===== config.mk =====
export PLATFORM = sky130hd
export DESIGN_NAME = floored_log10_stream
export DESIGN_NICKNAME = d
export VERILOG_FILES = /design/src/hdl/fls_pkg.sv /design/src/hdl/floored_log10_stream.sv
export SDC_FILE = /design/constraint.sdc
export NUM_CORES = 2
export LEC_CHECK = 0
export BUFFER_PORTS_ARGS = -buffer_cell sky130_fd_sc_hd__buf_2
export CAP_MARGIN = 40
export CELL_PAD_IN_SITES_DETAIL_PLACEMENT = 1
export CELL_PAD_IN_SITES_GLOBAL_PLACEMENT = 1
export CORE_MARGIN = 2
export CORE_UTILIZATION = 51
export DETAILED_ROUTE_END_ITERATION = 7
export PLACE_DENSITY = 0.9
export SLEW_MARGIN = 10
export SYNTH_ARGS = -nofsm -noshare
export SYNTH_HDL_FRONTEND = slang
export SYNTH_SLANG_ARGS = --single-unit

===== constraint.sdc =====
create_clock -name clk -period 15.4 [get_ports clk]
set_clock_uncertainty 0.05 [all_clocks]
set_input_delay 1.54 -clock clk [delete_from_list [all_inputs] [get_ports clk]]
set_output_delay 1.54 -clock clk [all_outputs]
set_load 0.03 [all_outputs]

===== src/hdl/fls_pkg.sv =====
// ----------------------------------------------------------------------------
// fls_pkg
// Status codes, fixed widths and the log2 table generator for the log10 stream.
// ----------------------------------------------------------------------------
package fls_pkg;

	localparam logic [1:0] ST_OK      = 2'd0;
	localparam logic [1:0] ST_FLOORED = 2'd1;
	localparam logic [1:0] ST_NONPOS  = 2'd2;
	localparam logic [1:0] ST_INVALID = 2'd3;

	localparam int LOG_FB = 28;   // fraction bits of the log2 table
	localparam int LOG_W  = 29;   // table entries reach 2^28
	localparam int E_W    = 9;    // exponent after denormal normalization
	localparam int V_W    = 37;   // signed log2 in Q28
	localparam int MAG_W  = 36;   // |log2| in Q28
	localparam int MAG_H  = 18;   // split point of the scaling multiply
	localparam int ACC_W  = 65;   // |log2| * log10(2)

	localparam logic [LOG_W-1:0] LOG10_2_Q30 = 29'd323228497;

	// log2(1 + i/2^t) in Q28 by repeated squaring, evaluated at elaboration
	function automatic logic [LOG_W-1:0] log2_entry(input int t, input int i);
		longint unsigned y;
		logic [LOG_W-1:0] r;
		y = (64'd1 << 31) + (64'(i) << (31 - t));
		r = '0;
		if (y >= (64'd1 << 32)) begin
			r = LOG_W'(1) << LOG_FB;
		end else begin
			for (int k = LOG_FB - 1; k >= 0; k--) begin
				y = (y * y) >> 31;
				if (y >= (64'd1 << 32)) begin
					y = y >> 1;
					r[k] = 1'b1;
				end
			end
		end
		return r;
	endfunction

endpackage


===== src/hdl/floored_log10_stream.sv =====
// ----------------------------------------------------------------------------
// floored_log10_stream
// Base-10 logarithm of IEEE single samples as signed fixed point, with an
// optional floor for non-positive samples and drop-to-last on error.
// ----------------------------------------------------------------------------
//
// Channel  Dir  Handshake            Payload
// s_*      in   s_tvalid / s_tready  s_tdata = sample_bits, s_tlast = last_sample
// m_*      out  m_tvalid / m_tready  m_tdata = log_value, m_tuser = status,
//                                    m_tlast = last_result
// cfg_*    in   cfg_we               cfg_index selects register, cfg_data value
//
// A positive finite sample passes, between transfer and result, through one
// normalize step per leading zero of a denormal mantissa (up to 23), two
// table reads and three passes through the one shared multiplier.
// NaN, infinity, error and invalid-floor items go from the transfer straight to the final state.
// Dropped items (after an error, up to the item marked last) are taken while idle and leave no result.
// The result sits in an output register; a stalled m_tready holds the
// sequencer in its final state until the register frees up.
// Reset clears control and loads the register defaults; there is no clear pass.
// ----------------------------------------------------------------------------
module floored_log10_stream #(
	parameter int FRACTION_BITS    = 24,
	parameter int TABLE_INDEX_BITS = 6
) (
	input  logic               clk,
	input  logic               arst_n,
	// configuration
	input  logic               cfg_we,
	input  logic               cfg_index,
	input  logic [31:0]        cfg_data,
	// input stream
	input  logic               s_tvalid,
	output logic               s_tready,
	input  logic [31:0]        s_tdata,   // [31:0] sample_bits
	input  logic               s_tlast,
	// output stream
	output logic               m_tvalid,
	input  logic               m_tready,
	output logic signed [31:0] m_tdata,   // [31:0] log_value
	output logic [1:0]         m_tuser,   // [1:0] status
	output logic               m_tlast
);
	import fls_pkg::*;

	localparam int RB    = 23 - TABLE_INDEX_BITS;          // interpolation bits
	localparam int TBL_N = (1 << TABLE_INDEX_BITS) + 1;    // table entries
	localparam int AW    = TABLE_INDEX_BITS + 1;           // table address width
	localparam int SH    = 58 - FRACTION_BITS;             // final scaling shift
	localparam int MB    = (RB > MAG_H) ? RB : MAG_H;      // multiplier B width

	localparam logic REG_USE_FLOOR  = 1'b0;
	localparam logic REG_FLOOR_BITS = 1'b1;

	typedef enum logic [9:0] {
		S_IDLE = 10'b0000000001,
		S_NORM = 10'b0000000010,
		S_RDA  = 10'b0000000100,
		S_RDB  = 10'b0000001000,
		S_INTP = 10'b0000010000,
		S_ABS  = 10'b0000100000,
		S_MLO  = 10'b0001000000,
		S_MHI  = 10'b0010000000,
		S_RND  = 10'b0100000000,
		S_DONE = 10'b1000000000
	} state_t;

	typedef struct packed {
		logic is_nan;
		logic nonpos;
		logic is_inf;
	} fclass_t;

	function automatic fclass_t classify(input logic [31:0] b);
		fclass_t c;
		c.is_nan = (&b[30:23]) && (|b[22:0]);
		c.nonpos = !c.is_nan && (b[31] || !(|b[30:0]));
		c.is_inf = !c.is_nan && !b[31] && (&b[30:23]);
		return c;
	endfunction

	// Control state
	state_t      state_q;
	logic        halted_q;
	logic        use_floor_q;
	logic [31:0] floor_bits_q;
	logic        m_tvalid_q;

	// Datapath registers
	logic [23:0]             m_q;      // mantissa with hidden bit
	logic signed [E_W-1:0]   e_q;      // unbiased exponent
	logic [LOG_W-1:0]        rom_q;    // registered table read
	logic [LOG_W-1:0]        a_q;      // lower table entry
	logic signed [V_W-1:0]   v_q;      // log2 in Q28
	logic [MAG_W-1:0]        mag_q;
	logic                    neg_q;
	logic [ACC_W-1:0]        acc_q;
	logic [31:0]             val_q;
	logic [1:0]              st_q;
	logic                    lr_q;
	logic [31:0]             m_tdata_q;
	logic [1:0]              m_tuser_q;
	logic                    m_tlast_q;

	// Log2 table, built at elaboration
	logic [LOG_W-1:0] rom_w [TBL_N];
	for (genvar g = 0; g < TBL_N; g++) begin : g_rom
		localparam logic [LOG_W-1:0] ENTRY = log2_entry(TABLE_INDEX_BITS, g);
		assign rom_w[g] = ENTRY;
	end

	// Input decode
	fclass_t     s_cls_w;
	fclass_t     f_cls_w;
	fclass_t     op_cls_w;
	logic        take_w;
	logic        start_w;
	logic        drop_w;
	logic        calc_w;
	logic        err_w;
	logic [31:0] op_w;
	logic [31:0] imm_val_w;
	logic [1:0]  imm_st_w;
	logic        imm_lr_w;
	logic        out_load_w;

	assign s_cls_w  = classify(s_tdata);
	assign f_cls_w  = classify(floor_bits_q);
	assign s_tready = (state_q == S_IDLE);
	assign take_w   = s_tvalid && s_tready;
	assign drop_w   = take_w && halted_q;
	assign start_w  = take_w && !halted_q;
	assign err_w    = s_cls_w.nonpos && !use_floor_q;
	assign op_w     = (s_cls_w.nonpos && use_floor_q) ? floor_bits_q : s_tdata;
	assign op_cls_w = classify(op_w);

	// Settle every case that needs no arithmetic right at the transfer
	always_comb begin
		calc_w    = 1'b0;
		imm_val_w = 32'h0000_0000;
		imm_lr_w  = s_tlast;
		imm_st_w  = s_cls_w.nonpos ? ST_FLOORED : ST_OK;
		if (s_cls_w.is_nan) begin
			imm_st_w = ST_INVALID;
		end else if (err_w) begin
			imm_st_w = ST_NONPOS;
			imm_lr_w = 1'b1;
		end else if (s_cls_w.nonpos && (f_cls_w.is_nan || f_cls_w.nonpos)) begin
			imm_st_w = ST_INVALID;
		end else if (op_cls_w.is_inf) begin
			imm_val_w = 32'h7FFF_FFFF;   // saturate
		end else begin
			calc_w = 1'b1;
		end
	end

	assign out_load_w = (state_q == S_DONE) && (!m_tvalid_q || m_tready);

	// Shared multiplier: interpolation, then both halves of the log10 scaling
	logic [LOG_W-1:0]    diff_w;
	logic [LOG_W-1:0]    mul_a;
	logic [MB-1:0]       mul_b;
	logic [LOG_W+MB-1:0] mul_p;
	logic [LOG_W-1:0]    l_w;
	logic [AW-1:0]       addr_w;

	assign diff_w = (rom_q > a_q) ? (rom_q - a_q) : '0;

	always_comb begin
		mul_a = LOG10_2_Q30;
		mul_b = MB'(mag_q[MAG_H-1:0]);
		case (state_q)
			S_INTP: begin
				mul_a = diff_w;
				mul_b = MB'(m_q[RB-1:0]);
			end
			S_MHI: mul_b = MB'(mag_q[MAG_W-1:MAG_H]);
			default: ;
		endcase
	end

	assign mul_p  = mul_a * mul_b;
	assign l_w    = a_q + LOG_W'(mul_p >> RB);
	assign addr_w = (state_q == S_RDB) ? (AW'(m_q[22:RB]) + AW'(1)) : AW'(m_q[22:RB]);

	// Round half away from zero, then saturate to the 32-bit range
	logic [ACC_W:0] rnd_w;
	logic [31:0]    sat_w;

	assign rnd_w = (ACC_W+1)'(acc_q >> SH) + (ACC_W+1)'(acc_q[SH-1]);

	always_comb begin
		if (neg_q) begin
			if (rnd_w > (ACC_W+1)'(64'h8000_0000)) begin
				sat_w = 32'h8000_0000;
			end else begin
				sat_w = 32'h0000_0000 - rnd_w[31:0];
			end
		end else begin
			if (rnd_w > (ACC_W+1)'(64'h7FFF_FFFF)) begin
				sat_w = 32'h7FFF_FFFF;
			end else begin
				sat_w = rnd_w[31:0];
			end
		end
	end

	// Control: sequencer, drop state, registers, output valid
	always_ff @(posedge clk or negedge arst_n) begin
		if (!arst_n) begin
			state_q      <= S_IDLE;
			halted_q     <= 1'b0;
			use_floor_q  <= 1'b0;
			floor_bits_q <= 32'h3F80_0000;
			m_tvalid_q   <= 1'b0;
		end else begin
			if (cfg_we) begin
				unique case (cfg_index)
					REG_USE_FLOOR:  use_floor_q  <= cfg_data[0];
					REG_FLOOR_BITS: floor_bits_q <= cfg_data;
				endcase
			end

			// error without floor drops the rest of the array; last ends the drop
			if (drop_w && s_tlast) begin
				halted_q <= 1'b0;
			end else if (start_w && !s_cls_w.is_nan && err_w && !s_tlast) begin
				halted_q <= 1'b1;
			end

			if (out_load_w) begin
				m_tvalid_q <= 1'b1;
			end else if (m_tready) begin
				m_tvalid_q <= 1'b0;
			end

			unique case (state_q)
				S_IDLE: if (start_w) begin
					state_q <= calc_w ? S_NORM : S_DONE;
				end
				S_NORM: if (m_q[23]) begin
					state_q <= S_RDA;
				end
				S_RDA:  state_q <= S_RDB;
				S_RDB:  state_q <= S_INTP;
				S_INTP: state_q <= S_ABS;
				S_ABS:  state_q <= S_MLO;
				S_MLO:  state_q <= S_MHI;
				S_MHI:  state_q <= S_RND;
				S_RND:  state_q <= S_DONE;
				S_DONE: if (out_load_w) begin
					state_q <= S_IDLE;
				end
				default: state_q <= S_IDLE;
			endcase
		end
	end

	// Datapath
	always_ff @(posedge clk) begin
		case (state_q)
			S_IDLE: if (start_w) begin
				val_q <= imm_val_w;
				st_q  <= imm_st_w;
				lr_q  <= imm_lr_w;
				if (op_w[30:23] == 8'h00) begin
					m_q <= {1'b0, op_w[22:0]};
					e_q <= E_W'(-126);
				end else begin
					m_q <= {1'b1, op_w[22:0]};
					e_q <= $signed(E_W'(op_w[30:23])) - E_W'(127);
				end
			end
			S_NORM: if (!m_q[23]) begin
				// one leading zero per cycle
				m_q <= {m_q[22:0], 1'b0};
				e_q <= e_q - E_W'(1);
			end
			S_RDA: rom_q <= rom_w[addr_w];
			S_RDB: begin
				a_q   <= rom_q;
				rom_q <= rom_w[addr_w];
			end
			S_INTP: v_q <= (V_W'(e_q) <<< LOG_FB) + $signed(V_W'(l_w));
			S_ABS: begin
				neg_q <= v_q[V_W-1];
				mag_q <= v_q[V_W-1] ? MAG_W'(-v_q) : MAG_W'(v_q);
			end
			S_MLO: acc_q <= ACC_W'(mul_p);
			S_MHI: acc_q <= acc_q + (ACC_W'(mul_p) << MAG_H);
			S_RND: val_q <= sat_w;
			default: ;
		endcase

		if (out_load_w) begin
			m_tdata_q <= val_q;
			m_tuser_q <= st_q;
			m_tlast_q <= lr_q;
		end
	end

	assign m_tvalid = m_tvalid_q;
	assign m_tdata  = $signed(m_tdata_q);
	assign m_tuser  = m_tuser_q;
	assign m_tlast  = m_tlast_q;

endmodule


==> flow_summary.json <==
{
  "clkSinkCount": 327,
  "drt-pass1-iter-count": 6,
  "antenna_found_initial": 13,
  "first_global_vias": 37990,
  "cp_top_family": "adder cells",
  "die_h_um": 282.5,
  "clkSlewWorstSetupHoldPaths_ps": 60,
  "yosys-top-cells-area": "fa_1 (22%), edfxtp_1 (21%), ha_1 (7.8%)",
  "cp_max_fo": 23,
  "dieWidth_um": 282.5,
  "cp_num_cells": 47,
  "ant_nets": 0,
  "ys_seq_area_frac": 0.2429,
  "clock_path_buffers": 3,
  "r2r_slack_ps": 1210,
  "cts_hold_buf": 0,
  "num_rows": 102,
  "slew_violations": 0,
  "startpoint": "a_q[1]$_DFFE_PN_",
  "drt-initial-drc-count": 4045,
  "syn_inst": 4378,
  "grt_util_all_layers": 0.3752,
  "wire_per_inst_um": 27.08,
  "grt-ovfl-total": 0,
  "postCtsSetupBuffers": 0,
  "ys_warn_count": 0,
  "crit_type": "reg -> reg",
  "critical_path_buf_inv_count": 7,
  "finalSetupViolCount": 0,
  "synth_top_area_frac": 0.2202,
  "slowest_delay_ps": 650,
  "status": "complete, no violations",
  "grt_pass1_wl_um": 227500,
  "fmax_mhz": 70.49,
  "cts_buffers": 37,
  "slowest_stage": "and2_1",
  "grt_setup_unrepaired": "no",
  "reg2reg_depth": 47,
  "period_needed_ps": 14190,
  "arrival_ps": 14470,
  "layout-drive-gt1-share": 0.08695,
  "layout_setup_ws_ps": 1213,
  "place_hpwl_um": 113700,
  "cts_resized": 0,
  "peakVddDrop_v": 0.0001394,
  "io_buffers": 107,
  "setup_tns_ps": 0,
  "leakage_nw": 18.97,
  "synth_top_cell_by_area": "fa_1",
  "cpMostUsedCell": "inv_1",
  "avgSynthCellArea_um2": 9.033,
  "clk_latency_ps": 590,
  "endpoint_kind": "flop",
  "required_ps": 15680,
  "synth.distinct_cells": 91,
  "hold_ws_ps": 365.4,
  "maxCapViolations": 0,
  "die-area_um2": 79790,
  "async_reset_ff_frac": 0.1376,
  "ctsHtreeMaxLevel": 2,
  "start_kind": "flop",
  "start_util": 0.5130,
  "fin_crit_sh": 0.9212,
  "drt-total-wl_um": 148700,
  "pre_cts_ws_ps": 1665,
  "tightest_slew_ps": 1029,
  "cts_tree": "built",
  "synth_area_um2": 39550,
  "vias": 35580,
  "synth_edf_count": 282,
  "grt_max_degree": 77,
  "synth.ff_latch_count": 327,
  "diodes": 0,
  "place.gp.congestion": 0.9881,
  "drt-vias-per-instance": 6.480,
  "ys.flop_type": "edfxtp_1",
  "power_density_nw_per_um2": 150.4,
  "num_io_pins": 108,
  "drcViolationCount": 0,
  "core-area_um2": 77080,
  "power.total_w": 0.006428,
  "r2r_start": "a_q[1]$_DFFE_PN_",
  "root_buffer": "clkbuf_16",
  "hold_class": "reg -> reg",
  "area.growth.synth_to_final_pct": 8.042,
  "layout.nets": 5175,
  "endpoint": "v_q[36]$_DFFE_PN_",
  "r2r_end": "v_q[36]$_DFFE_PN_",
  "slew_headroom": 0.3091,
  "hold_viol": 0
}
==> metal layers <==
metal  GRT usage  part of all wire  up-vias
met5           0           0.00093        -
met4      0.2267             0.071       20
met3     0.08367             0.098      696
met2      0.5977              0.46     2124
met1      0.4669              0.37    17840
li1            -                 -    14900
==> registers in the layout, summed over array words and instances, names as in the netlist, 24 cells and up <==
signal and cells:
m_q 24, m_tdata 32, mag_q 36, val_q 32
a_q 29, acc_q 47, rom_q 29, v_q 37
floor_bits_q 32
==> cell usage after synthesis, drive strengths merged, types with 9 or more instances <==
library cell / count
o31ai: 21
o211ai: 34
mux2: 40
nor2b: 19
nor4: 21
xnor2: 167
or2: 42
nand2b: 45
o311ai: 9
fa: 435
ha: 247
and2: 50
o221ai: 17
edfxtp: 282
nor2: 332
a21boi: 10
inv: 625
and4: 11
a221oi: 27
or4: 11
o21ai: 195
o21bai: 25
nand3: 137
or3: 23
nor3b: 14
buf: 37
a221o: 23
nand4: 32
o21a: 29
xor2: 71
a31oi: 46
a21oi: 262
and3: 57
o22ai: 13
dfrtp: 37
a211o: 9
clkbuf: 166
nor3: 58
a211oi: 38
mux2i: 36
a21o: 79
nand2: 444
==> power breakdown <==
group | internal, W | switching [W] | total (W)
combinational | 0.00145 | 0.00275 | 0.00420
sequential | 0.00120 | 0.0000756 | 0.00127
clock | 0.000538 | 0.000417 | 0.000954
==> how the worst min path moves through the flow <==
stage	startpoint	end	slack, ps	cells past startpoint
floorplan	val_q[0]$_DFFE_PP_	m_tdata[0]$_DFFE_PP_	350	0
global placement	lr_q$_DFFE_PP_	m_tlast$_DFFE_PP_	350	0
detailed placement	val_q[1]$_DFFE_PP_	m_tdata[1]$_DFFE_PP_	360	0
CTS	val_q[8]$_DFFE_PP_	m_tdata[8]$_DFFE_PP_	370	0
global route	val_q[1]$_DFFE_PP_	m_tdata[1]$_DFFE_PP_	370	0
finish	val_q[8]$_DFFE_PP_	m_tdata[8]$_DFFE_PP_	370	0
==> stage by stage <==
step / cell area, µm² / instances / util
6_report: 42730 / 5491 / 0.5543
4_1_cts: 42710 / 5489 / 0.5541
5_1_grt: 42730 / 5491 / 0.5543
3_5_place_dp: 41460 / 5421 / 0.5378
2_1_floorplan: 39610 / 4394 / -
3_3_place_gp: 41310 / 5406 / 0.5359
==> cell usage in the layout, fill, tap and decap left out, drive strengths merged, types with 23 or more instances in the layout <==
master  instances
xor2           71
mux2i          36
a31oi          46
a221oi         27
nand2         444
o21ai         195
mux2           40
nor3           58
a21oi         262
a211oi         38
edfxtp        282
and3           57
or2            42
ha            247
nand4          32
a21o           79
inv           626
nor2          332
nand2b         45
nand3         137
o21bai         25
o21a           29
clkbuf         49
and2           50
a221o          23
xnor2         167
or3            23
buf           191
dfrtp          37
fa            435
o211ai         34
==> cell families (layout without fill, tap and decap cells) <==
logic type | count (synthesis) | count (layout) | share of synthesized area
buffers and inverters | 830 | 887 | 0.07970
adders and majority gates | 682 | 682 | 0.2984
DFF | 327 | 327 | 0.2429
AOI/OAI and AO/OA | 905 | 905 | 0.1485
xor gates and xnor gates | 238 | 238 | 0.05271
and+or+nand+nor | 1318 | 1318 | 0.1572
muxes | 76 | 76 | 0.02050
other | 2 | 18 | 0.0001899
==> area by class of cell <==
cell class                      count  area, µm²
Fill cell                        8985      34360
Multi-Input combinational cell   3237      27000
Sequential cell                   327       9604
Inverter                          627       2354
Tap cell                         1040       1301
Timing Repair Buffer              192       1206
Clock buffer                       48      967.2
Clock inverter                     20      290.3
(Power assumes the default switching activity.)
